**src/rtl/jvs_pkg.sv**
```systemverilog
// ============================================================================
// jvs_pkg: shared types and constants for the JSON value skipper
// Scan phases, return targets, status codes, register indexes, byte codes
// and the control structs that pass between the scanner, stack and top.
// ============================================================================
package jvs_pkg;

    localparam int MAX_DEPTH_DEFAULT   = 1024;
    localparam int COUNT_WIDTH_DEFAULT = 16;
    localparam int CFG_INDEX_W         = 2;

    // Reset contents of the word sets
    localparam logic [63:0] WORD_START_LO_RST = 64'd288063250384289792;
    localparam logic [63:0] WORD_START_HI_RST = 64'd576460745995190270;
    localparam logic [63:0] WORD_BODY_LO_RST  = 64'd288063250384289792;
    localparam logic [63:0] WORD_BODY_HI_RST  = 64'd576460745995190270;

    // Byte codes
    localparam logic [7:0] CH_SPACE  = 8'h20;
    localparam logic [7:0] CH_TAB    = 8'h09;
    localparam logic [7:0] CH_LF     = 8'h0A;
    localparam logic [7:0] CH_CR     = 8'h0D;
    localparam logic [7:0] CH_DQUOTE = 8'h22;
    localparam logic [7:0] CH_SQUOTE = 8'h27;
    localparam logic [7:0] CH_BSLASH = 8'h5C;
    localparam logic [7:0] CH_COLON  = 8'h3A;
    localparam logic [7:0] CH_COMMA  = 8'h2C;
    localparam logic [7:0] CH_LBRACK = 8'h5B;
    localparam logic [7:0] CH_RBRACK = 8'h5D;
    localparam logic [7:0] CH_LBRACE = 8'h7B;
    localparam logic [7:0] CH_RBRACE = 8'h7D;

    typedef enum logic [3:0] {
        PH_START  = 4'd0,
        PH_TOP    = 4'd1,
        PH_KEY    = 4'd2,
        PH_COLON  = 4'd3,
        PH_VALUE  = 4'd4,
        PH_COMMA  = 4'd5,
        PH_STRING = 4'd6,
        PH_ESCAPE = 4'd7,
        PH_WORD   = 4'd8,
        PH_TAIL   = 4'd9,
        PH_IGNORE = 4'd10
    } phase_t;

    typedef enum logic [1:0] {
        RET_COLON = 2'd0,
        RET_COMMA = 2'd1,
        RET_TAIL  = 2'd2
    } ret_t;

    typedef enum logic [1:0] {
        ST_SKIPPED  = 2'd0,
        ST_NOTHING  = 2'd1,
        ST_OVERFLOW = 2'd2
    } status_t;

    typedef enum logic [CFG_INDEX_W-1:0] {
        REG_WORD_START_LO = 2'd0,
        REG_WORD_START_HI = 2'd1,
        REG_WORD_BODY_LO  = 2'd2,
        REG_WORD_BODY_HI  = 2'd3
    } cfg_reg_t;

    // Decision taken on one byte
    typedef struct packed {
        logic   emit;        // result goes out
        logic   overflow;    // result reports depth overflow
        logic   clear;       // return scan state to its idle values
        logic   consume;     // count this byte
        logic   push;        // open a level
        logic   push_kind;   // 1 array, 0 object
        logic   pop;         // close the top level
        phase_t phase_next;
        ret_t   member_next;
        logic   quote_next;
    } scan_step_t;

    // Stack command
    typedef struct packed {
        logic push;
        logic push_kind;
        logic pop;
        logic clear;
    } stack_op_t;

    function automatic logic is_white(input logic [7:0] c);
        return (c == CH_SPACE) || (c == CH_TAB) || (c == CH_LF) || (c == CH_CR);
    endfunction

    function automatic logic in_set(input logic [63:0] lo, input logic [63:0] hi,
                                    input logic [7:0] c);
        if (c[7])
            return 1'b0;
        return c[6] ? hi[c[5:0]] : lo[c[5:0]];
    endfunction

    function automatic phase_t after_token(input ret_t r);
        phase_t p;
        case (r)
            RET_COLON: p = PH_COLON;
            RET_COMMA: p = PH_COMMA;
            default:   p = PH_TAIL;
        endcase
        return p;
    endfunction

endpackage

```
**src/rtl/jvs_byte_if.sv**
```systemverilog
// ============================================================================
// jvs_byte_if: text byte channel
// One text byte or an end-of-text mark per transaction.
// ============================================================================
interface jvs_byte_if;
    logic       valid;
    logic       ready;
    logic [7:0] text_byte;
    logic       end_of_text;

    modport source (output valid, output text_byte, output end_of_text, input ready);
    modport sink   (input valid, input text_byte, input end_of_text, output ready);
endinterface

```
**src/rtl/jvs_result_if.sv**
```systemverilog
// ============================================================================
// jvs_result_if: result channel
// Byte count and status of one skipped value per transaction.
// ============================================================================
interface jvs_result_if #(
    parameter int COUNT_W = jvs_pkg::COUNT_WIDTH_DEFAULT
);
    logic               valid;
    logic               ready;
    logic [COUNT_W-1:0] bytes_consumed;
    logic [1:0]         skip_status;

    modport source (output valid, output bytes_consumed, output skip_status, input ready);
    modport sink   (input valid, input bytes_consumed, input skip_status, output ready);
endinterface

```
**src/rtl/jvs_cfg_if.sv**
```systemverilog
// ============================================================================
// jvs_cfg_if: configuration write channel
// Register index and write data per transaction.
// ============================================================================
interface jvs_cfg_if;
    logic                             valid;
    logic                             ready;
    logic [jvs_pkg::CFG_INDEX_W-1:0]  reg_index;
    logic [63:0]                      wr_data;

    modport source (output valid, output reg_index, output wr_data, input ready);
    modport sink   (input valid, input reg_index, input wr_data, output ready);
endinterface

```
**src/rtl/json_value_skipper.sv**
```systemverilog
// ============================================================================
// json_value_skipper: lenient JSON value skipper
// Scans text one byte per transaction and reports where one value ends:
// bytes consumed (trailing whitespace included) and a status.
// ============================================================================
//
//  channel  dir  transaction carries
//  -------  ---  ------------------------------------------------
//  cfg      in   reg_index, wr_data (word start/body sets)
//  text     in   text_byte, end_of_text
//  result   out  bytes_consumed, skip_status
//
//  One text transaction is taken every cycle; its result, if any, is on
//  the result port on the following cycle from the output register.
//  The rate is set by the nesting stack: the top bit sits in a register and
//  the entry below it is prefetched from memory ahead of any close.
//  text.ready drops only while a result is held and result.ready is low.
//  Reset clears the scan state at once; no memory clearing pass is run.
//  cfg.ready is always high.
//
module json_value_skipper #(
    parameter int MAX_DEPTH   = jvs_pkg::MAX_DEPTH_DEFAULT,
    parameter int COUNT_WIDTH = jvs_pkg::COUNT_WIDTH_DEFAULT
) (
    input  logic             clk,
    input  logic             rst_n,
    jvs_cfg_if.sink          cfg,
    jvs_byte_if.sink         text,
    jvs_result_if.source     result
);

    localparam int LVL_W = $clog2(MAX_DEPTH + 1);

    // Configuration registers
    logic [63:0] start_lo_reg, start_hi_reg, body_lo_reg, body_hi_reg;

    // Scan state
    jvs_pkg::phase_t        phase_reg;
    jvs_pkg::ret_t          member_reg;
    logic                   quote_reg;
    logic [COUNT_WIDTH-1:0] count_reg, count_next;

    // Output register
    logic                   res_valid_reg;
    logic [COUNT_WIDTH-1:0] res_count_reg;
    logic [1:0]             res_status_reg;

    logic                   in_fire;
    logic [LVL_W-1:0]       level;
    logic                   top_kind;
    jvs_pkg::scan_step_t    step;
    jvs_pkg::stack_op_t     op;

    // Take a new byte whenever the output register is free or being drained
    assign text.ready = !res_valid_reg || result.ready;
    assign in_fire    = text.valid && text.ready;
    assign cfg.ready  = 1'b1;

    // ---------------------------------------------------------------- config
    always_ff @(posedge clk or negedge rst_n)
    begin
        if (!rst_n)
        begin
            start_lo_reg <= jvs_pkg::WORD_START_LO_RST;
            start_hi_reg <= jvs_pkg::WORD_START_HI_RST;
            body_lo_reg  <= jvs_pkg::WORD_BODY_LO_RST;
            body_hi_reg  <= jvs_pkg::WORD_BODY_HI_RST;
        end
        else if (cfg.valid)
        begin
            case (cfg.reg_index)
                jvs_pkg::REG_WORD_START_LO: start_lo_reg <= cfg.wr_data;
                jvs_pkg::REG_WORD_START_HI: start_hi_reg <= cfg.wr_data;
                jvs_pkg::REG_WORD_BODY_LO:  body_lo_reg  <= cfg.wr_data;
                jvs_pkg::REG_WORD_BODY_HI:  body_hi_reg  <= cfg.wr_data;
                default: ;
            endcase
        end
    end

    // ---------------------------------------------------------------- scanner
    jvs_scan #(
        .MAX_DEPTH (MAX_DEPTH)
    ) u_scan (
        .c        (text.text_byte),
        .eot      (text.end_of_text),
        .phase    (phase_reg),
        .member   (member_reg),
        .quote    (quote_reg),
        .level    (level),
        .top_kind (top_kind),
        .start_lo (start_lo_reg),
        .start_hi (start_hi_reg),
        .body_lo  (body_lo_reg),
        .body_hi  (body_hi_reg),
        .step     (step)
    );

    // ---------------------------------------------------------------- stack
    // Act on the stack only for an accepted byte
    always_comb
    begin
        op.push      = in_fire && step.push;
        op.push_kind = step.push_kind;
        op.pop       = in_fire && step.pop;
        op.clear     = in_fire && step.clear;
    end

    jvs_stack #(
        .MAX_DEPTH (MAX_DEPTH)
    ) u_stack (
        .clk      (clk),
        .rst_n    (rst_n),
        .op       (op),
        .level    (level),
        .top_kind (top_kind)
    );

    // ---------------------------------------------------------------- counter
    // Saturate at the all-ones count
    always_comb
    begin
        count_next = count_reg;
        if (step.clear)
            count_next = '0;
        else if (step.consume && (count_reg != '1))
            count_next = count_reg + COUNT_WIDTH'(1);
    end

    always_ff @(posedge clk or negedge rst_n)
    begin
        if (!rst_n)
        begin
            phase_reg  <= jvs_pkg::PH_START;
            member_reg <= jvs_pkg::RET_COLON;
            quote_reg  <= 1'b0;
            count_reg  <= '0;
        end
        else if (in_fire)
        begin
            phase_reg <= step.phase_next;
            count_reg <= count_next;
            if (step.clear)
            begin
                member_reg <= jvs_pkg::RET_COLON;
                quote_reg  <= 1'b0;
            end
            else
            begin
                member_reg <= step.member_next;
                quote_reg  <= step.quote_next;
            end
        end
    end

    // ---------------------------------------------------------------- result
    always_ff @(posedge clk or negedge rst_n)
    begin
        if (!rst_n)
            res_valid_reg <= 1'b0;
        else if (in_fire && step.emit)
            res_valid_reg <= 1'b1;
        else if (result.ready)
            res_valid_reg <= 1'b0;
    end

    // Hold the payload until a new result replaces it
    always_ff @(posedge clk)
    begin
        if (in_fire && step.emit)
        begin
            if (step.overflow)
            begin
                res_count_reg  <= '0;
                res_status_reg <= jvs_pkg::ST_OVERFLOW;
            end
            else
            begin
                res_count_reg  <= count_reg;
                res_status_reg <= (count_reg == '0) ? jvs_pkg::ST_NOTHING
                                                    : jvs_pkg::ST_SKIPPED;
            end
        end
    end

    assign result.valid          = res_valid_reg;
    assign result.bytes_consumed = res_count_reg;
    assign result.skip_status    = res_status_reg;

    // ---------------------------------------------------------------- checks
    a_emit_shows: assert property (@(posedge clk) disable iff (!rst_n)
        in_fire && step.emit |=> res_valid_reg)
        else $error("accepted result not registered");

    a_level_bound: assert property (@(posedge clk) disable iff (!rst_n)
        level <= LVL_W'(MAX_DEPTH))
        else $error("nesting level beyond maximum depth");

    a_idle_clean: assert property (@(posedge clk) disable iff (!rst_n)
        (phase_reg == jvs_pkg::PH_START || phase_reg == jvs_pkg::PH_IGNORE)
        |-> (count_reg == '0 && level == '0))
        else $error("scan state not cleared between values");

    a_push_pop: assert property (@(posedge clk) disable iff (!rst_n)
        !(op.push && op.pop))
        else $error("stack push and pop together");

    a_pop_nonempty: assert property (@(posedge clk) disable iff (!rst_n)
        op.pop |-> level != '0)
        else $error("pop on empty stack");

endmodule

```
**src/rtl/jvs_stack.sv**
```systemverilog
// ============================================================================
// jvs_stack: nesting kind stack
// Top bit in a register, lower levels in a synchronous memory. The entry
// below the top is prefetched every cycle, with a bypass for a same-cycle
// write to the read address.
// ============================================================================
module jvs_stack #(
    parameter int MAX_DEPTH = jvs_pkg::MAX_DEPTH_DEFAULT,
    localparam int LVL_W    = $clog2(MAX_DEPTH + 1),
    localparam int ADDR_W   = (MAX_DEPTH > 1) ? $clog2(MAX_DEPTH) : 1
) (
    input  logic               clk,
    input  logic               rst_n,
    input  jvs_pkg::stack_op_t op,
    output logic [LVL_W-1:0]   level,
    output logic               top_kind
);

    logic              mem [MAX_DEPTH];
    logic [LVL_W-1:0]  level_reg, level_next;
    logic              top_reg, top_next;
    logic              rd_q_reg;
    logic              byp_valid_reg;
    logic              byp_data_reg;
    logic              below;
    logic              wr_en;
    logic [LVL_W-1:0]  wr_lvl, rd_lvl;
    logic [ADDR_W-1:0] wr_addr, rd_addr;

    assign below   = byp_valid_reg ? byp_data_reg : rd_q_reg;
    assign wr_en   = op.push && (level_reg != '0);
    assign wr_lvl  = level_reg - LVL_W'(1);
    assign wr_addr = wr_lvl[ADDR_W-1:0];
    assign rd_lvl  = level_next - LVL_W'(2);
    assign rd_addr = rd_lvl[ADDR_W-1:0];

    always_comb
    begin
        level_next = level_reg;
        top_next   = top_reg;
        if (op.clear)
        begin
            level_next = '0;
        end
        else if (op.push)
        begin
            level_next = level_reg + LVL_W'(1);
            top_next   = op.push_kind;
        end
        else if (op.pop)
        begin
            level_next = level_reg - LVL_W'(1);
            top_next   = below;
        end
    end

    always_ff @(posedge clk or negedge rst_n)
    begin
        if (!rst_n)
        begin
            level_reg     <= '0;
            byp_valid_reg <= 1'b0;
        end
        else
        begin
            level_reg     <= level_next;
            byp_valid_reg <= wr_en && (wr_addr == rd_addr);
        end
    end

    always_ff @(posedge clk)
    begin
        top_reg      <= top_next;
        byp_data_reg <= top_reg;
    end

    // Memory: one write port, one registered read port
    always_ff @(posedge clk)
    begin
        if (wr_en)
            mem[wr_addr] <= top_reg;
        rd_q_reg <= mem[rd_addr];
    end

    assign level    = level_reg;
    assign top_kind = top_reg;

endmodule

```
**src/rtl/jvs_scan.sv**
```systemverilog
// ============================================================================
// jvs_scan: per-byte scanner decision
// Walks the chain of phases that one byte may pass through and returns
// the counting, stack, result and phase decisions for that byte.
// ============================================================================
module jvs_scan #(
    parameter int MAX_DEPTH = jvs_pkg::MAX_DEPTH_DEFAULT,
    localparam int LVL_W    = $clog2(MAX_DEPTH + 1)
) (
    input  logic [7:0]           c,
    input  logic                 eot,
    input  jvs_pkg::phase_t      phase,
    input  jvs_pkg::ret_t        member,
    input  logic                 quote,
    input  logic [LVL_W-1:0]     level,
    input  logic                 top_kind,
    input  logic [63:0]          start_lo,
    input  logic [63:0]          start_hi,
    input  logic [63:0]          body_lo,
    input  logic [63:0]          body_hi,
    output jvs_pkg::scan_step_t  step
);

    jvs_pkg::phase_t ph;
    logic done;
    logic top_seen;
    logic white, is_open, is_close, is_quote, start_hit, body_hit, full;
    logic [7:0] close_quote;

    assign white      = jvs_pkg::is_white(c);
    assign is_open    = (c == jvs_pkg::CH_LBRACK) || (c == jvs_pkg::CH_LBRACE);
    assign is_close   = (c == jvs_pkg::CH_RBRACK) || (c == jvs_pkg::CH_RBRACE);
    assign is_quote   = (c == jvs_pkg::CH_DQUOTE) || (c == jvs_pkg::CH_SQUOTE);
    assign start_hit  = jvs_pkg::in_set(start_lo, start_hi, c);
    assign body_hit   = jvs_pkg::in_set(body_lo, body_hi, c);
    assign full       = (level == LVL_W'(MAX_DEPTH));
    assign close_quote = quote ? jvs_pkg::CH_SQUOTE : jvs_pkg::CH_DQUOTE;

    always_comb
    begin
        step             = '0;
        step.member_next = member;
        step.quote_next  = quote;
        ph               = phase;
        done             = 1'b0;
        top_seen         = 1'b0;

        if (eot)
        begin
            // end of text: drop the ignore state or report what was scanned
            step.clear = 1'b1;
            step.emit  = (phase != jvs_pkg::PH_IGNORE);
            ph         = jvs_pkg::PH_START;
        end
        else if (phase != jvs_pkg::PH_IGNORE)
        begin
            case (phase)
                jvs_pkg::PH_START:
                begin
                    if (is_close)
                    begin
                        // a close with no open level ends the scan at once
                        step.emit = 1'b1;
                    end
                    else if (is_open && !full)
                    begin
                        step.push      = 1'b1;
                        step.push_kind = (c == jvs_pkg::CH_LBRACK);
                        step.consume   = 1'b1;
                        ph             = jvs_pkg::PH_COMMA;
                    end
                    else if (is_open)
                    begin
                        step.emit     = 1'b1;
                        step.overflow = 1'b1;
                    end
                    else if (is_quote)
                    begin
                        step.quote_next  = (c == jvs_pkg::CH_SQUOTE);
                        step.member_next = jvs_pkg::RET_TAIL;
                        step.consume     = 1'b1;
                        ph               = jvs_pkg::PH_STRING;
                    end
                    else if (start_hit)
                    begin
                        step.member_next = jvs_pkg::RET_TAIL;
                        step.consume     = 1'b1;
                        ph               = jvs_pkg::PH_WORD;
                    end
                    else
                    begin
                        step.emit = 1'b1;
                    end
                end
                jvs_pkg::PH_STRING:
                begin
                    step.consume = 1'b1;
                    if (c == close_quote)
                        ph = jvs_pkg::after_token(member);
                    else if (c == jvs_pkg::CH_BSLASH)
                        ph = jvs_pkg::PH_ESCAPE;
                end
                jvs_pkg::PH_ESCAPE:
                begin
                    step.consume = 1'b1;
                    ph           = jvs_pkg::PH_STRING;
                end
                default:
                begin
                    // word body
                    if (ph == jvs_pkg::PH_WORD)
                    begin
                        if (body_hit)
                        begin
                            step.consume = 1'b1;
                            done         = 1'b1;
                        end
                        else
                            ph = jvs_pkg::after_token(member);
                    end
                    // the member chain may wrap round once; the member start
                    // is taken only on the first visit
                    for (int lap = 0; lap < 2; lap++)
                    begin
                        // start of a member: close, whitespace or next item
                        if (!done && ph == jvs_pkg::PH_TOP)
                        begin
                            done = 1'b1;
                            if (white)
                                step.consume = 1'b1;
                            else if (top_seen || level == '0)
                                step.emit = 1'b1;
                            else
                            begin
                                top_seen = 1'b1;
                                if (is_close)
                                begin
                                    if ((c == jvs_pkg::CH_RBRACK) != top_kind)
                                        step.emit = 1'b1;
                                    else
                                    begin
                                        step.consume = 1'b1;
                                        step.pop     = 1'b1;
                                        if (level == LVL_W'(1))
                                            ph = jvs_pkg::PH_TAIL;
                                    end
                                end
                                else
                                begin
                                    done = 1'b0;
                                    ph   = top_kind ? jvs_pkg::PH_VALUE : jvs_pkg::PH_KEY;
                                end
                            end
                        end
                        // object key
                        if (!done && ph == jvs_pkg::PH_KEY)
                        begin
                            if (is_quote)
                            begin
                                step.quote_next  = (c == jvs_pkg::CH_SQUOTE);
                                step.member_next = jvs_pkg::RET_COLON;
                                step.consume     = 1'b1;
                                ph               = jvs_pkg::PH_STRING;
                                done             = 1'b1;
                            end
                            else if (start_hit)
                            begin
                                step.member_next = jvs_pkg::RET_COLON;
                                step.consume     = 1'b1;
                                ph               = jvs_pkg::PH_WORD;
                                done             = 1'b1;
                            end
                            else
                                ph = jvs_pkg::PH_COLON;
                        end
                        // optional colon
                        if (!done && ph == jvs_pkg::PH_COLON)
                        begin
                            if (white)
                            begin
                                step.consume = 1'b1;
                                done         = 1'b1;
                            end
                            else if (c == jvs_pkg::CH_COLON)
                            begin
                                step.consume = 1'b1;
                                ph           = jvs_pkg::PH_VALUE;
                                done         = 1'b1;
                            end
                            else
                                ph = jvs_pkg::PH_VALUE;
                        end
                        // member value
                        if (!done && ph == jvs_pkg::PH_VALUE)
                        begin
                            done = 1'b1;
                            if (white)
                                step.consume = 1'b1;
                            else if (is_open && !full)
                            begin
                                step.push      = 1'b1;
                                step.push_kind = (c == jvs_pkg::CH_LBRACK);
                                step.consume   = 1'b1;
                                ph             = jvs_pkg::PH_COMMA;
                            end
                            else if (is_open)
                            begin
                                step.emit     = 1'b1;
                                step.overflow = 1'b1;
                            end
                            else if (is_quote)
                            begin
                                step.quote_next  = (c == jvs_pkg::CH_SQUOTE);
                                step.member_next = jvs_pkg::RET_COMMA;
                                step.consume     = 1'b1;
                                ph               = jvs_pkg::PH_STRING;
                            end
                            else if (start_hit)
                            begin
                                step.member_next = jvs_pkg::RET_COMMA;
                                step.consume     = 1'b1;
                                ph               = jvs_pkg::PH_WORD;
                            end
                            else
                            begin
                                done = 1'b0;
                                ph   = jvs_pkg::PH_COMMA;
                            end
                        end
                        // optional comma
                        if (!done && ph == jvs_pkg::PH_COMMA)
                        begin
                            done = 1'b1;
                            if (white)
                                step.consume = 1'b1;
                            else if (c == jvs_pkg::CH_COMMA)
                            begin
                                step.consume = 1'b1;
                                ph           = jvs_pkg::PH_TOP;
                            end
                            else
                            begin
                                done = 1'b0;
                                ph   = jvs_pkg::PH_TOP;
                            end
                        end
                    end
                    // trailing whitespace; a second pass through the member
                    // start and unknown phases end the scan
                    if (!done)
                    begin
                        if (ph == jvs_pkg::PH_TAIL && white)
                            step.consume = 1'b1;
                        else
                            step.emit = 1'b1;
                    end
                end
            endcase
            if (step.emit)
            begin
                step.clear = 1'b1;
                ph         = jvs_pkg::PH_IGNORE;
            end
        end
        step.phase_next = ph;
    end

endmodule
```
**src/flat_wrapper.sv**
```systemverilog
// flat-port wrapper written by rule: the top's interface ports become plain ports
module json_value_skipper_flat 
#(
    parameter int MAX_DEPTH   = jvs_pkg::MAX_DEPTH_DEFAULT,
    parameter int COUNT_WIDTH = jvs_pkg::COUNT_WIDTH_DEFAULT
)
  (clk, rst_n, cfg_valid, cfg_reg_index, cfg_wr_data, cfg_ready, text_valid, text_text_byte, text_end_of_text, text_ready, result_valid, result_bytes_consumed, result_skip_status, result_ready);
  jvs_cfg_if cfg_i ();
  jvs_byte_if text_i ();
  jvs_result_if result_i ();
  input  logic clk;
  input  logic rst_n;
  input wire logic [$bits(cfg_i.valid)-1:0] cfg_valid;
  input wire logic [$bits(cfg_i.reg_index)-1:0] cfg_reg_index;
  input wire logic [$bits(cfg_i.wr_data)-1:0] cfg_wr_data;
  output wire logic [$bits(cfg_i.ready)-1:0] cfg_ready;
  input wire logic [$bits(text_i.valid)-1:0] text_valid;
  input wire logic [$bits(text_i.text_byte)-1:0] text_text_byte;
  input wire logic [$bits(text_i.end_of_text)-1:0] text_end_of_text;
  output wire logic [$bits(text_i.ready)-1:0] text_ready;
  output wire logic [$bits(result_i.valid)-1:0] result_valid;
  output wire logic [$bits(result_i.bytes_consumed)-1:0] result_bytes_consumed;
  output wire logic [$bits(result_i.skip_status)-1:0] result_skip_status;
  input wire logic [$bits(result_i.ready)-1:0] result_ready;
  assign cfg_i.valid = cfg_valid;
  assign cfg_i.reg_index = cfg_reg_index;
  assign cfg_i.wr_data = cfg_wr_data;
  assign cfg_ready = cfg_i.ready;
  assign text_i.valid = text_valid;
  assign text_i.text_byte = text_text_byte;
  assign text_i.end_of_text = text_end_of_text;
  assign text_ready = text_i.ready;
  assign result_valid = result_i.valid;
  assign result_bytes_consumed = result_i.bytes_consumed;
  assign result_skip_status = result_i.skip_status;
  assign result_i.ready = result_ready;
  json_value_skipper #(.MAX_DEPTH(MAX_DEPTH), .COUNT_WIDTH(COUNT_WIDTH)) u_core (.clk(clk), .rst_n(rst_n), .cfg(cfg_i), .text(text_i), .result(result_i));
endmodule
```
**config.mk**
```make
export PLATFORM = sky130hd
export DESIGN_NAME = json_value_skipper_flat
export DESIGN_NICKNAME = d
export VERILOG_FILES = /design/src/rtl/jvs_pkg.sv /design/src/rtl/jvs_byte_if.sv /design/src/rtl/jvs_result_if.sv /design/src/rtl/jvs_cfg_if.sv /design/src/rtl/json_value_skipper.sv /design/src/rtl/jvs_stack.sv /design/src/rtl/jvs_scan.sv /design/src/flat_wrapper.sv
export SDC_FILE = /design/constraint.sdc
export NUM_CORES = 2
export LEC_CHECK = 0
export ABC_AREA = 1
export BUFFER_PORTS_ARGS = -buffer_cell sky130_fd_sc_hd__buf_2
export CORE_MARGIN = 3
export CORE_UTILIZATION = 34
export DETAILED_ROUTE_END_ITERATION = 16
export SKIP_LAST_GASP = 1
export SLEW_MARGIN = 30
export SYNTH_ARGS = -nofsm -noshare
export SYNTH_HDL_FRONTEND = slang
export SYNTH_SLANG_ARGS = --single-unit
```
**constraint.sdc**
```tcl
create_clock -name clk -period 28.5 [get_ports clk]
set_input_delay 1.425 -clock clk [delete_from_list [all_inputs] [get_ports clk]]
set_output_delay 1.425 -clock clk [all_outputs]
set_load 0.01 [all_outputs]
```
==> impl_metrics.toml <==
[critical_path]
crit_fanout = 98
cp_data_arrival_time_ps = 13960
crit_slowest_cell = "buf_4"
crit_top_cell = "nand2_1"
end_kind = "register"
crit_buf_inv = 8
critPathKind = "primary input to register"
cp_top_family = "simple AND/OR/NAND/NOR gates"
ff2ff_setup_slack_ps = 17060
max_stage_delay_ps = 850
required_ps = 29250
cp-start-kind = "primary input"

[synthesis]
yosysTopAreaCell = "edfxtp_1"
ys_top_cells_by_count = "1623 x nand2_1, 1152 x nor2_1, 1043 x edfxtp_1"
yosys.cell_count.top_type = "nand2_1"
postSynthAreaPerCell_um2 = 8.95
synth-seq-cells = 1337
yosysWarnings = 0
synth_top_area_share = 0.478
synth_nets = 7411
synth_edf_count = 1043
ys_types = 55
synthTopCellsByArea = "edfxtp_1 48%, nand2_1 9.3%, nand3_1 6.9%"
synth_area_um2 = 65500
async_reset_ff_frac = 0.218
ys_seq_area_frac = 0.593
synthFlopType = "edfxtp_1"
synth_cells = 7321

[floorplan]
num_rows = 160
initial_core_util = 0.343
ios = 101
die-area_um2 = 198000
fp.coreArea_um2 = 191000
die_h_um = 445
die_w_um = 445

[placed_design]
pre_cts_ws_ps = 14700
io_buffers = 99
gp_congestion = 0.825
dp_hpwl_um = 107000

[global_routing]
grtUsageTotal = 0.202
overflow = 0
antenna_found_initial = 7
grt_pass1_vias = 48400
grt_pass1_wl_um = 308000
grt_max_degree = 277

[final_layout]
final_util = 0.381
nFillCells = 19100
largest_reg_flops = 1024
drive_above_1_share = 0.0923
area_delta_synth_final_pct = 11.0
finalNetCount = 7179
regMostFlops = "u_core.u_stack.mem"

[status]
status = "completed"

[sta]
tns_ps = 0
fin_ws_ps = 15290
final_max_slew_viol_count = 0
relSlewSlack = 0.301
period_needed_ps = 13210
max_freq_ghz = 0.0757
hold_violations = 0
tightestPinTransition_ps = 1050
setup_viol = 0
skew_ps = 62.8
rsz0062_at_grt = "false"
post-route-period-util = 0.464
whs_ps = 485

[routing]
drtPass1Iterations = 6
drt-total-wl_um = 205000
routed-via-count = 51400
drc_errors = 0
routed_via_density = 5.28
drtAntennaViolNets = 0
drt_iter0_markers = 6181
wl_per_cell_um = 21.1

[power]
p_leak_uw = 0.0282
p_switching_uw = 3220
seq_power_share = 0.314
total_power_uw = 7300
p_comb_frac = 0.420
powerDensity_nw_per_um2 = 100
clkPwrFrac = 0.266
switching_share = 0.442
power.internal_uw = 4070
ir_worst_vdd_mv = 0.0997

[hold_path]
min_path_type = "primary input to asynchronous set/reset pin"

[clock_tree]
clkTransAtPathRegs_ps = 60
cts_sinks = 1337
cts_buffers = 153
postCtsHoldBufs = 0
post_cts.repair.setup_buffers = 0
cts_max_level = 4
cts_resized = 0
cts_max_path_buffers = 3
cts_tree = "done"
cts-root-buf = "clkbuf_16"
insertion_delay_ps = 810

[job]
maxCapViolCount = 0
## power groups by stage
stage / registers, uW / logic [uW] / clock network, uW
after floorplan: 2380 / 1920 / 0
after global placement: 2330 / 2960 / 0
after detailed placement: 2330 / 3000 / 0
after CTS: 2290 / 3010 / 1970
after global routing: 2300 / 3310 / 2050
final: 2290 / 3060 / 1940
## cell usage in the layout, fill, tap and decap left out, drive strengths merged, types with 2 or more instances in the layout
cell type  netlist  routed
a2111oi          3       3
a211oi           9       9
a21boi           3       3
a21oi           51      51
a22oi           65      65
a31oi            3       3
buf            216     188
bufinv           0       7
clkbuf         359     208
clkinv           7      68
dfrtp          160     160
dfstp          132     132
dfxtp            2       2
diode            0       4
edfxtp        1043    1043
ha              10      10
inv            705     711
nand2         1637    1637
nand3          911     911
nand3b         231     231
nand4           24      24
nor2          1166    1166
nor3            32      32
nor4            11      11
o2111ai          4       4
o211ai          60      60
o21ai          375     375
o21bai          27      27
o221ai           2       2
o22ai            3       3
o31ai            4       4
or2             39      39
xnor2            4       4
xor2            17      17
## layer usage
| metal | GRT usage | vias to the layer above | share of wire |
|---|---|---|---|
| met5 | 0 | - | 0.00022 |
| met4 | 0.0636 | 6 | 0.029 |
| met3 | 0.0367 | 397 | 0.091 |
| met2 | 0.323 | 2311 | 0.46 |
| met1 | 0.279 | 25200 | 0.42 |
| li1 | - | 23500 | - |
## per-stage QoR
step / area [um2] / cells
after floorplan: 65500 / 7321
after global placement: 67500 / 9441
after detailed placement: 67700 / 9441
after CTS: 72600 / 9723
after global routing: 72700 / 9727
final: 72700 / 9731
## layout make-up
type | instances | area [um2] | area share
Antenna cell | 4 | 10.0 | 0.000138
Clock buffer | 208 | 4190 | 0.0576
Clock inverter | 74 | 733 | 0.0101
Inverter | 712 | 2690 | 0.0370
Multi-Input combinational cell | 4697 | 21800 | 0.299
Sequential cell | 1337 | 38800 | 0.534
Tap cell | 2511 | 3140 | 0.0432
Timing Repair Buffer | 188 | 1360 | 0.0188
## kinds of logic (layout without fill, tap and decap cells)
group,Yosys count,after routing,synth area share
AOI/OAI and AO/OA,611,611,0.0542
xor gates and xnor gates,21,21,0.00304
adders and majority gates,10,10,0.00191
buffers and inverters,1287,1182,0.0788
DFF,1337,1337,0.593
other,1,5,0.0000573
and+or+nand+nor,4054,4054,0.269
## path summary, 6_finish.rpt
| path | startpoint | to | cells past startpoint |
|---|---|---|---|
| setup / recovery | text_text_byte[1] | u_core.u_stack.rd_q_reg | 58 |
| hold / removal | rst_n | u_core.start_hi_reg[60] | 1 |
| setup reg to reg | u_core.phase_reg[3] | u_core.u_stack.rd_q_reg | 50 |
| hold reg to reg | u_core.body_lo_reg[23] | u_core.body_lo_reg[23] | 2 |
| max in group asynchronous | rst_n | u_core.u_stack.level[5] | 3 |
| min in group clk | u_core.body_lo_reg[23] | u_core.body_lo_reg[23] | 2 |
Power figures use the tool's default switching activity.
